<file path="src/rtl/asd_pkg.sv">
// Shared types, constants and codes for the accelerometer step detector.
`default_nettype none

package asd_pkg;

    // Averaging window depth (2..16).
    localparam int WINDOW     = 4;
    localparam int WIN_W      = (WINDOW > 1) ? $clog2(WINDOW) : 1;
    localparam int MAG_W      = 17;
    localparam int SUM_W      = MAG_W + $clog2(WINDOW);
    localparam int ROOT_W     = 16;
    localparam int REM_W      = ROOT_W + 1;
    localparam int SQ_W       = 32;
    localparam int ROOT_STEPS = 16;
    localparam int ITER_W     = 4;

    // Configuration port
    localparam int CFG_IDX_W  = 1;
    localparam int CFG_DATA_W = 16;
    localparam logic [CFG_IDX_W-1:0] REG_STEP_THRESHOLD = 1'd0;
    localparam logic [CFG_IDX_W-1:0] REG_MIN_INTERVAL   = 1'd1;
    localparam logic [15:0] STEP_THRESHOLD_RST = 16'd4710;
    localparam logic [15:0] MIN_INTERVAL_RST   = 16'd280;

    typedef enum logic [3:0] {
        S_IDLE,
        S_MUL_X,
        S_MUL_Y,
        S_MUL_Z,
        S_ACC,
        S_ROOT,
        S_WIN,
        S_DECIDE,
        S_EMIT
    } t_state;

    typedef enum logic [1:0] {
        AXIS_X,
        AXIS_Y,
        AXIS_Z
    } t_axis;

    // Controller to datapath commands.
    typedef struct packed {
        logic  load;      // capture input item, clear per-item state
        logic  mul_en;    // square the selected axis into the product reg
        t_axis mul_sel;
        logic  acc_en;    // add product into sum of squares
        logic  acc_clr;   // start sum of squares from the product
        logic  root_en;   // one digit of the square root
        logic  win_en;    // push magnitude, update running sum
        logic  decide_en; // threshold crossing and interval check
        logic  emit;      // load the output register
    } t_cmd;

    // Datapath to controller status.
    typedef struct packed {
        logic out_valid;
    } t_stat;

endpackage

`default_nettype wire

</file>
<file path="src/rtl/asd_in_if.sv">
// Input channel: one accelerometer sample per item.
`default_nettype none

interface asd_in_if;
    logic               valid;
    logic               ready;
    logic signed [15:0] accel_x;
    logic signed [15:0] accel_y;
    logic signed [15:0] accel_z;
    logic        [31:0] time_ms;
    logic               sample_ok;

    modport source (output valid, accel_x, accel_y, accel_z, time_ms, sample_ok,
                    input ready);
    modport sink   (input valid, accel_x, accel_y, accel_z, time_ms, sample_ok,
                    output ready);
endinterface

`default_nettype wire

</file>
<file path="src/rtl/asd_out_if.sv">
// Output channel: step flag and running step count per item.
`default_nettype none

interface asd_out_if;
    logic        valid;
    logic        ready;
    logic        step_seen;
    logic [31:0] steps_total;

    modport source (output valid, step_seen, steps_total, input ready);
    modport sink   (input valid, step_seen, steps_total, output ready);
endinterface

`default_nettype wire

</file>
<file path="src/rtl/asd_ctrl.sv">
// Sequencing state machine for the step detector.
`default_nettype none

module asd_ctrl (
    input  wire logic          i_clk,
    input  wire logic          i_rst_n,
    input  wire logic          i_in_valid,
    input  wire logic          i_in_ok,
    input  wire logic          i_out_ready,
    input  wire asd_pkg::t_stat i_stat,
    output logic               o_in_ready,
    output asd_pkg::t_cmd      o_cmd
);

    asd_pkg::t_state                r_state, n_state;
    logic [asd_pkg::ITER_W-1:0]     r_iter, n_iter;

    always_ff @(posedge i_clk) begin
        if (!i_rst_n) begin
            r_state <= asd_pkg::S_IDLE;
            r_iter  <= '0;
        end else begin
            r_state <= n_state;
            r_iter  <= n_iter;
        end
    end

    always_comb begin
        n_state       = r_state;
        n_iter        = r_iter;
        o_in_ready    = 1'b0;
        o_cmd         = '0;
        o_cmd.mul_sel = asd_pkg::AXIS_X;
        unique case (r_state)
            asd_pkg::S_IDLE: begin
                o_in_ready = 1'b1;
                if (i_in_valid) begin
                    o_cmd.load = 1'b1;
                    // bad sample skips all processing
                    n_state = i_in_ok ? asd_pkg::S_MUL_X : asd_pkg::S_EMIT;
                end
            end
            asd_pkg::S_MUL_X: begin
                o_cmd.mul_en  = 1'b1;
                o_cmd.mul_sel = asd_pkg::AXIS_X;
                n_state       = asd_pkg::S_MUL_Y;
            end
            asd_pkg::S_MUL_Y: begin
                o_cmd.mul_en  = 1'b1;
                o_cmd.mul_sel = asd_pkg::AXIS_Y;
                o_cmd.acc_en  = 1'b1;
                o_cmd.acc_clr = 1'b1;
                n_state       = asd_pkg::S_MUL_Z;
            end
            asd_pkg::S_MUL_Z: begin
                o_cmd.mul_en  = 1'b1;
                o_cmd.mul_sel = asd_pkg::AXIS_Z;
                o_cmd.acc_en  = 1'b1;
                n_state       = asd_pkg::S_ACC;
            end
            asd_pkg::S_ACC: begin
                o_cmd.acc_en = 1'b1;
                n_iter       = '0;
                n_state      = asd_pkg::S_ROOT;
            end
            asd_pkg::S_ROOT: begin
                o_cmd.root_en = 1'b1;
                n_iter        = r_iter + 1'b1;
                if (r_iter == asd_pkg::ITER_W'(asd_pkg::ROOT_STEPS - 1)) begin
                    n_state = asd_pkg::S_WIN;
                end
            end
            asd_pkg::S_WIN: begin
                o_cmd.win_en = 1'b1;
                n_state      = asd_pkg::S_DECIDE;
            end
            asd_pkg::S_DECIDE: begin
                o_cmd.decide_en = 1'b1;
                n_state         = asd_pkg::S_EMIT;
            end
            asd_pkg::S_EMIT: begin
                if (!i_stat.out_valid || i_out_ready) begin
                    o_cmd.emit = 1'b1;
                    n_state    = asd_pkg::S_IDLE;
                end
            end
            default: begin
                n_state = asd_pkg::S_IDLE;
            end
        endcase
    end

endmodule

`default_nettype wire

</file>
<file path="src/rtl/asd_dp.sv">
// Datapath: squares, digit-serial square root, window sum, step decision.
`default_nettype none

module asd_dp (
    input  wire logic                            i_clk,
    input  wire logic                            i_rst_n,
    input  wire asd_pkg::t_cmd                   i_cmd,
    input  wire logic signed [15:0]              i_accel_x,
    input  wire logic signed [15:0]              i_accel_y,
    input  wire logic signed [15:0]              i_accel_z,
    input  wire logic        [31:0]              i_time_ms,
    input  wire logic                            i_cfg_we,
    input  wire logic [asd_pkg::CFG_IDX_W-1:0]   i_cfg_idx,
    input  wire logic [asd_pkg::CFG_DATA_W-1:0]  i_cfg_data,
    input  wire logic                            i_out_ready,
    output asd_pkg::t_stat                       o_stat,
    output logic                                 o_out_valid,
    output logic                                 o_step_seen,
    output logic [31:0]                          o_steps_total
);

    // Configuration
    logic [15:0] r_thr;
    logic [15:0] r_min_int;

    // Per-item registers
    logic signed [15:0]              r_x, r_y, r_z;
    logic [31:0]                     r_now;
    logic [asd_pkg::SQ_W-1:0]        r_prod;
    logic [asd_pkg::SQ_W-1:0]        r_acc;
    logic [asd_pkg::ROOT_W-1:0]      r_q;
    logic [asd_pkg::REM_W-1:0]       r_rem;
    logic                            r_seen;

    // Detector state
    logic [asd_pkg::MAG_W-1:0]       r_win [asd_pkg::WINDOW];
    logic [asd_pkg::WIN_W-1:0]       r_slot;
    logic [asd_pkg::SUM_W-1:0]       r_sum;
    logic                            r_was_above;
    logic [31:0]                     r_last;
    logic [31:0]                     r_cnt;

    // Output register
    logic                            r_out_valid;
    logic                            r_out_seen;
    logic [31:0]                     r_out_total;

    logic signed [15:0]              mul_op;
    logic signed [31:0]              mul_res;
    logic [asd_pkg::REM_W+1:0]       rem_try;
    logic [asd_pkg::REM_W+1:0]       trial;
    logic [asd_pkg::MAG_W-1:0]       mag;
    logic [asd_pkg::MAG_W-1:0]       old_mag;
    logic [asd_pkg::SUM_W-1:0]       lim;
    logic [31:0]                     elapsed;
    logic                            above;
    logic                            fire;

    always_comb begin
        unique case (i_cmd.mul_sel)
            asd_pkg::AXIS_X: mul_op = r_x;
            asd_pkg::AXIS_Y: mul_op = r_y;
            asd_pkg::AXIS_Z: mul_op = r_z;
            default:         mul_op = r_x;
        endcase
    end

    assign mul_res = 32'(mul_op) * 32'(mul_op);

    // One result bit per step: bring down two radicand bits, try q*4+1.
    assign rem_try = {r_rem, r_acc[asd_pkg::SQ_W-1 -: 2]};
    assign trial   = {1'b0, r_q, 2'b01};

    assign mag     = asd_pkg::MAG_W'(r_q);
    assign old_mag = r_win[r_slot];

    // floor(sum / WINDOW) > thr  <=>  sum >= (thr + 1) * WINDOW
    assign lim     = asd_pkg::SUM_W'(asd_pkg::SUM_W'(r_thr) + 1'b1)
                   * asd_pkg::SUM_W'(asd_pkg::WINDOW);
    assign above   = (r_sum >= lim);
    assign elapsed = r_now - r_last;
    assign fire    = above && !r_was_above && (elapsed > {16'd0, r_min_int});

    always_ff @(posedge i_clk) begin
        if (!i_rst_n) begin
            r_thr       <= asd_pkg::STEP_THRESHOLD_RST;
            r_min_int   <= asd_pkg::MIN_INTERVAL_RST;
            r_slot      <= '0;
            r_sum       <= '0;
            r_was_above <= 1'b0;
            r_last      <= '0;
            r_cnt       <= '0;
            r_seen      <= 1'b0;
            r_out_valid <= 1'b0;
            for (int i = 0; i < asd_pkg::WINDOW; i++) begin
                r_win[i] <= '0;
            end
        end else begin
            if (i_cfg_we) begin
                unique case (i_cfg_idx)
                    asd_pkg::REG_STEP_THRESHOLD: r_thr     <= i_cfg_data;
                    asd_pkg::REG_MIN_INTERVAL:   r_min_int <= i_cfg_data;
                    default: ;
                endcase
            end

            if (i_cmd.load) begin
                r_seen <= 1'b0;
            end

            if (i_cmd.win_en) begin
                r_win[r_slot] <= mag;
                r_sum         <= r_sum - asd_pkg::SUM_W'(old_mag)
                               + asd_pkg::SUM_W'(mag);
                if (r_slot == asd_pkg::WIN_W'(asd_pkg::WINDOW - 1)) begin
                    r_slot <= '0;
                end else begin
                    r_slot <= r_slot + 1'b1;
                end
            end

            if (i_cmd.decide_en) begin
                r_was_above <= above;
                if (fire) begin
                    r_cnt  <= r_cnt + 1'b1;
                    r_last <= r_now;
                    r_seen <= 1'b1;
                end
            end

            if (i_cmd.emit) begin
                r_out_valid <= 1'b1;
            end else if (i_out_ready) begin
                r_out_valid <= 1'b0;
            end
        end
    end

    // Payload registers, no reset needed
    always_ff @(posedge i_clk) begin
        if (i_cmd.load) begin
            r_x   <= i_accel_x;
            r_y   <= i_accel_y;
            r_z   <= i_accel_z;
            r_now <= i_time_ms;
            r_q   <= '0;
            r_rem <= '0;
        end
        if (i_cmd.mul_en) begin
            r_prod <= asd_pkg::SQ_W'(unsigned'(mul_res));
        end
        if (i_cmd.acc_en) begin
            r_acc <= i_cmd.acc_clr ? r_prod : r_acc + r_prod;
        end
        if (i_cmd.root_en) begin
            r_acc <= {r_acc[asd_pkg::SQ_W-3:0], 2'b00};
            if (rem_try >= trial) begin
                r_rem <= asd_pkg::REM_W'(rem_try - trial);
                r_q   <= {r_q[asd_pkg::ROOT_W-2:0], 1'b1};
            end else begin
                r_rem <= asd_pkg::REM_W'(rem_try);
                r_q   <= {r_q[asd_pkg::ROOT_W-2:0], 1'b0};
            end
        end
        if (i_cmd.emit) begin
            r_out_seen  <= r_seen;
            r_out_total <= r_cnt;
        end
    end

    assign o_stat.out_valid = r_out_valid;
    assign o_out_valid      = r_out_valid;
    assign o_step_seen      = r_out_seen;
    assign o_steps_total    = r_out_total;

endmodule

`default_nettype wire

</file>
<file path="src/rtl/accel_step_detector_core.sv">
// Top level of the accelerometer step detector: controller, datapath, checks.
// A good sample steps through three squares on the single shared 16x16 multiplier, accumulate,
//   the 16-step square root loop, window update, decision and emit; a bad sample goes straight
//   to emit. No new sample is accepted until the current one has been emitted.
// The output register lets a finished result wait while the next item is accepted.
// Reset (i_rst_n low, synchronous) clears the window, counters and flags, loads default regs.
`default_nettype none

module accel_step_detector_core (
    input  wire logic                           i_clk,
    input  wire logic                           i_rst_n,
    asd_in_if.sink                              i_item,
    asd_out_if.source                           o_res,
    input  wire logic                           i_cfg_we,
    input  wire logic [asd_pkg::CFG_IDX_W-1:0]  i_cfg_idx,
    input  wire logic [asd_pkg::CFG_DATA_W-1:0] i_cfg_data
);

    asd_pkg::t_cmd  cmd;
    asd_pkg::t_stat stat;
    logic           in_ready;

    // Controller: sequences one item at a time, in_ready only while idle.
    asd_ctrl u_ctrl (
        .i_clk       (i_clk),
        .i_rst_n     (i_rst_n),
        .i_in_valid  (i_item.valid),
        .i_in_ok     (i_item.sample_ok),
        .i_out_ready (o_res.ready),
        .i_stat      (stat),
        .o_in_ready  (in_ready),
        .o_cmd       (cmd)
    );

    // Datapath: squares -> isqrt -> running window sum -> crossing test.
    asd_dp u_dp (
        .i_clk         (i_clk),
        .i_rst_n       (i_rst_n),
        .i_cmd         (cmd),
        .i_accel_x     (i_item.accel_x),
        .i_accel_y     (i_item.accel_y),
        .i_accel_z     (i_item.accel_z),
        .i_time_ms     (i_item.time_ms),
        .i_cfg_we      (i_cfg_we),
        .i_cfg_idx     (i_cfg_idx),
        .i_cfg_data    (i_cfg_data),
        .i_out_ready   (o_res.ready),
        .o_stat        (stat),
        .o_out_valid   (o_res.valid),
        .o_step_seen   (o_res.step_seen),
        .o_steps_total (o_res.steps_total)
    );

    assign i_item.ready = in_ready;

    // A result is only loaded when the output register is free or draining.
    a_emit_free: assert property (@(posedge i_clk) disable iff (!i_rst_n)
        cmd.emit |-> (!o_res.valid || o_res.ready))
        else $error("result loaded over a pending result");

    // One item in flight: no accept in the cycle after an accept.
    a_one_item: assert property (@(posedge i_clk) disable iff (!i_rst_n)
        (i_item.valid && i_item.ready) |=> !i_item.ready)
        else $error("second item accepted while busy");

    // Datapath phases never overlap.
    a_phase_onehot: assert property (@(posedge i_clk) disable iff (!i_rst_n)
        $onehot0({cmd.load, cmd.mul_en && !cmd.acc_en, cmd.root_en, cmd.win_en,
                  cmd.decide_en, cmd.emit}))
        else $error("overlapping datapath commands");

endmodule

`default_nettype wire
</file>
<file path="src/flat_wrapper.sv">
// flat-port wrapper written by rule: the top's interface ports become plain ports
module accel_step_detector_core_flat 
  (i_clk, i_rst_n, i_cfg_we, i_cfg_idx, i_cfg_data, i_item_valid, i_item_accel_x, i_item_accel_y, i_item_accel_z, i_item_time_ms, i_item_sample_ok, i_item_ready, o_res_valid, o_res_step_seen, o_res_steps_total, o_res_ready);
  asd_in_if i_item_i ();
  asd_out_if o_res_i ();
  input  wire logic i_clk;
  input  wire logic i_rst_n;
  input  wire logic i_cfg_we;
  input  wire logic [asd_pkg::CFG_IDX_W-1:0] i_cfg_idx;
  input  wire logic [asd_pkg::CFG_DATA_W-1:0] i_cfg_data;
  input wire logic [$bits(i_item_i.valid)-1:0] i_item_valid;
  input wire logic [$bits(i_item_i.accel_x)-1:0] i_item_accel_x;
  input wire logic [$bits(i_item_i.accel_y)-1:0] i_item_accel_y;
  input wire logic [$bits(i_item_i.accel_z)-1:0] i_item_accel_z;
  input wire logic [$bits(i_item_i.time_ms)-1:0] i_item_time_ms;
  input wire logic [$bits(i_item_i.sample_ok)-1:0] i_item_sample_ok;
  output wire logic [$bits(i_item_i.ready)-1:0] i_item_ready;
  output wire logic [$bits(o_res_i.valid)-1:0] o_res_valid;
  output wire logic [$bits(o_res_i.step_seen)-1:0] o_res_step_seen;
  output wire logic [$bits(o_res_i.steps_total)-1:0] o_res_steps_total;
  input wire logic [$bits(o_res_i.ready)-1:0] o_res_ready;
  assign i_item_i.valid = i_item_valid;
  assign i_item_i.accel_x = i_item_accel_x;
  assign i_item_i.accel_y = i_item_accel_y;
  assign i_item_i.accel_z = i_item_accel_z;
  assign i_item_i.time_ms = i_item_time_ms;
  assign i_item_i.sample_ok = i_item_sample_ok;
  assign i_item_ready = i_item_i.ready;
  assign o_res_valid = o_res_i.valid;
  assign o_res_step_seen = o_res_i.step_seen;
  assign o_res_steps_total = o_res_i.steps_total;
  assign o_res_i.ready = o_res_ready;
  accel_step_detector_core u_core (.i_clk(i_clk), .i_rst_n(i_rst_n), .i_item(i_item_i), .o_res(o_res_i), .i_cfg_we(i_cfg_we), .i_cfg_idx(i_cfg_idx), .i_cfg_data(i_cfg_data));
endmodule
</file>
<file path="config.mk">
export PLATFORM = sky130hd
export DESIGN_NAME = accel_step_detector_core_flat
export DESIGN_NICKNAME = d
export VERILOG_FILES = /design/src/rtl/asd_pkg.sv /design/src/rtl/asd_in_if.sv /design/src/rtl/asd_out_if.sv /design/src/rtl/asd_ctrl.sv /design/src/rtl/asd_dp.sv /design/src/rtl/accel_step_detector_core.sv /design/src/flat_wrapper.sv
export SDC_FILE = /design/constraint.sdc
export NUM_CORES = 1
export LEC_CHECK = 0
export ABC_AREA = 1
export BUFFER_PORTS_ARGS = -buffer_cell sky130_fd_sc_hd__buf_2
export CAP_MARGIN = 20
export CELL_PAD_IN_SITES_DETAIL_PLACEMENT = 0
export CELL_PAD_IN_SITES_GLOBAL_PLACEMENT = 1
export CORE_MARGIN = 2
export CORE_UTILIZATION = 35
export DETAILED_ROUTE_END_ITERATION = 7
export GPL_TIMING_DRIVEN = 0
export PLACE_DENSITY = 0.64
export SETUP_SLACK_MARGIN = 0.05
export SLEW_MARGIN = 20
export SYNTH_ARGS = -nofsm -noshare
export SYNTH_HDL_FRONTEND = slang
export SYNTH_HIERARCHICAL = 1
export SYNTH_SLANG_ARGS = --single-unit
</file>
<file path="constraint.sdc">
create_clock -name i_clk -period 9.65 [get_ports i_clk]
set_clock_uncertainty 0.1 [all_clocks]
set_input_delay 0 -clock i_clk [delete_from_list [all_inputs] [get_ports i_clk]]
set_output_delay 0 -clock i_clk [all_outputs]
set_load 0.05 [all_outputs]
</file>
==> tab_implementation.tex <==
\begin{tabular}{lr}
\hline
Metric & Value \\
\hline
\multicolumn{2}{l}{\textbf{Placement}} \\
\quad Placed wire-length estimate & 68300 µm \\
\quad I/O Buffers & 137 \\
\quad Routability Congestion & 0.866 \\
\multicolumn{2}{l}{\textbf{Timing}} \\
\quad Number of hold violations in the final report & 0 \\
\quad Final setup violating endpoints & 0 \\
\quad Shortest clock period the worst path allows after layout & 8930 ps \\
\quad Pins over their slew limit & 0 \\
\quad Setup repair after global routing missed its margin & false \\
\quad Pin slew with the least headroom to its limit & 928 ps \\
\quad Max\_slew headroom & 37.7\% \\
\quad Fraction of the cycle the final worst path needs & 92.6\% \\
\quad Summed negative setup slack over all endpoints & 0 ps \\
\quad Timing-limited maximum frequency & 112 MHz \\
\multicolumn{2}{l}{\textbf{Floorplan}} \\
\quad Standard-cell row count & 110 \\
\quad Floorplan Core Area & 0.0897 mm² \\
\quad Total Die Area & 0.0926 mm² \\
\quad Initial Utilization & 35.2\% \\
\quad Boundary Pins & 138 \\
\quad Die extent in x & 304 µm \\
\quad Overall die height & 304 µm \\
\multicolumn{2}{l}{\textbf{Critical path}} \\
\quad Slowest cell on the critical path & o21ai\_2 \\
\quad CP arrival & 9140 ps \\
\quad R2R setup slack & 720 ps \\
\quad Biggest cell delay along the critical path & 700 ps \\
\quad Startpoint types & register \\
\quad Crit-path most repeated cell & fa\_1 \\
\quad Kind of critical path & reg -> reg \\
\quad Kind of end point of the critical path & register \\
\quad Worst endpoint required time & 9860 ps \\
\quad Largest driver fanout on the critical path & 10 \\
\multicolumn{2}{l}{\textbf{Clock network}} \\
\quad CTS root buf & clkbuf\_16 \\
\quad Number of H-tree branching levels & 2 \\
\quad CTS tree & done \\
\quad Clock buffers created by TritonCTS & 46 \\
\quad Clock latency on the worst-skew pair & 590 ps \\
\quad Longest Clk Path Bufs & 3 \\
\quad CTS clock-pin slew for the worst setup and hold paths & 60 ps \\
\quad Sink Count & 403 \\
\multicolumn{2}{l}{\textbf{Synth}} \\
\quad Sequential cell area fraction in the yosys report & 34.1\% \\
\quad Asr flop ratio synth & 0\% \\
\quad EDFF count, synth & 271 \\
\quad Net count after synthesis & 4287 \\
\quad Unique masters post-synth & 51 \\
\quad Most instantiated cells after synthesis & 670 x inv\_1, 631 x nand2\_1, 403 x nor2\_1 \\
\quad Area share of the largest cell type after synthesis & 25.8\% \\
\quad Dominant synthesized flop cell & edfxtp\_1 \\
\quad Yosys warning count & 6 \\
\quad Cell Area, Synth & 0.0316 mm² \\
\quad Cell type with the highest aggregate area in the netlist & edfxtp\_1 \\
\quad Ranking of synthesized cells by area & edfxtp\_1 26\%, fa\_1 16\%, ha\_1 9.0\%, dfxtp\_1 8.4\%, inv\_1 8.0\% \\
\quad Post-Synthesis Cells & 3707 \\
\quad Most frequent cell after synthesis & inv\_1 \\
\quad FF+latch count, synth & 403 \\
\quad Synthesized area per cell & 8.52 µm² \\
\multicolumn{2}{l}{\textbf{GRT}} \\
\quad Initial antenna violation count & 2 \\
\quad Overall track demand over capacity in global routing & 18.8\% \\
\quad GR Overflow Total & 0 \\
\quad Maximum number of pins on one net before global-route repair & 34 \\
\quad First-pass GRT wire length & 141000 µm \\
\quad Vias in the first global route & 25706 \\
\multicolumn{2}{l}{\textbf{Drt}} \\
\quad Wirelength per Cell & 16.5 µm \\
\quad Routed wire length & 86900 µm \\
\quad DRC violations left & 0 \\
\quad Vias after detailed routing & 25133 \\
\quad Count of routing violations after the opening detailed-route iteration & 1356 \\
\quad First-pass iteration count of the detailed router & 7 \\
\quad Via-to-Cell Ratio & 4.76 \\
\quad Routed Antenna Nets & 0 \\
\multicolumn{2}{l}{\textbf{Flow run}} \\
\quad Total of max-cap violations & 0 \\
\multicolumn{2}{l}{\textbf{Finish}} \\
\quad Net total in the final layout & 4647 \\
\quad Growth of design area from synthesis to finish & 17.6\% \\
\quad Ratio of cells with drive above 1 in the final layout & 6.65\% \\
\quad Final-layout fill cell count & 9172 \\
\multicolumn{2}{l}{\textbf{Status}} \\
\quad Outcome & finished clean \\
\multicolumn{2}{l}{\textbf{Worst hold path}} \\
\quad Class of the tightest hold or removal check & in -> reg \\
\hline
\end{tabular}
[cell families (layout without fill, tap and decap cells)]
family / after synthesis / count (layout) / synth area share, %
and+or+nand+nor: 1312 / 1312 / 17.0
buffers and inverters: 776 / 1172 / 9.48
AOI/OAI and AO/OA: 602 / 602 / 10.7
adders and majority gates: 477 / 477 / 24.8
DFF: 403 / 403 / 34.1
xor gates and xnor gates: 137 / 137 / 3.80
other: 0 / 1 / 0
[critical path, delay by kind of cell (launching register included)]
kind                     cells  cell delay, ps
adder cells (fa/ha/maj)      8            3560
flip-flops                   1             400
AO/OA/AOI/OAI                3             990
buffers and inverters       11            1940
XOR/XNOR                     1             150
AND/OR/NAND/NOR              8            1530
[metrics by stage]
stage / setup slack (ps) / hold WS, ps / utilization (%) / instances / area (µm²)
after detailed placement: 313 / 78.1 / 37.9 / 5029 / 34000
after global routing: 151 / 4.15 / 41.4 / 5280 / 37100
after CTS: 276 / 0.118 / 41.4 / 5279 / 37100
final: 718 / 26.8 / 41.4 / 5280 / 37100
after global placement: 332 / 77.4 / 37.6 / 5020 / 33700
after floorplan: 2290 / -1.13 / - / 3707 / 31600
[sequential cells by signal (all words and copies together), names as in the netlist, 17 cells and up, named ones only]
name and cells:
u_core/u_dp/r_last 32, u_core/u_dp/r_now 32, u_core/u_dp/r_acc 32, u_core/u_dp/r_prod 31, u_core/u_dp/r_win 64, u_core/u_dp/r_cnt 32
u_core/u_dp/r_sum 19, u_core/u_dp/o_steps_total 32, u_core/u_dp/r_rem 17
[timing repair]
item,in CTS,in global routing
setup buffers,0,0
hold buffers,166,0
gates resized for setup,0,3
endpoints found under the hold margin,129,0
setup endpoints to repair,0,3
[per-layer routing]
metal / wire length [µm] / vias to the layer above / GRT usage, %
met5: 16 / - / 0
met4: 1200 / 2 / 3.56
met3: 2560 / 77 / 1.83
met2: 40500 / 361 / 31.6
met1: 42700 / 11944 / 26.6
li1: - / 12749 / -
[cells in the final DEF, fill, tap and decap left out, drive strengths merged, types with 5 or more instances in the layout]
master	n
nand3b	5
edfxtp	271
dfxtp	132
ha	228
a21oi	241
nor3	39
xor2	89
o22ai	31
o21bai	11
clkinv	23
o31ai	5
a31oi	16
o21ai	218
nor2	409
buf	170
nand4	30
fa	249
nand3	175
dlygate4sd3	166
nand2	636
xnor2	48
o211ai	21
a221o	16
clkbuf	130
a21o	24
nor4	11
inv	678
[final timing paths]
check,depth (start not counted),from,end
worst max register to register,31,u_core/u_ctrl/r_state[1],u_core/u_dp/r_prod[31]
worst max-delay path,31,u_core/u_ctrl/r_state[1],u_core/u_dp/r_prod[31]
worst min-delay path,2,i_item_time_ms[8],u_core/u_dp/r_now[8]
worst min register to register,0,u_core/u_dp/r_seen,u_core/u_dp/o_step_seen
[area by class of cell]
type | count | area, µm² | share of cell area [%]
inverter | 684 | 2570 | 6.92
buffer | 92 | 428 | 1.15
multi-input combinational | 2528 | 17900 | 48.1
antenna | 1 | 2.50 | 0.00674
sequential | 403 | 10800 | 29.0
tap | 1176 | 1470 | 3.96
clock buffer | 62 | 1240 | 3.34
timing repair buffer | 312 | 2540 | 6.83
clock inverter | 22 | 249 | 0.671
Power is left out: the tool's default activity adds up to more than one toggle a clock period on the data nets, which glitch-free logic cannot reach.
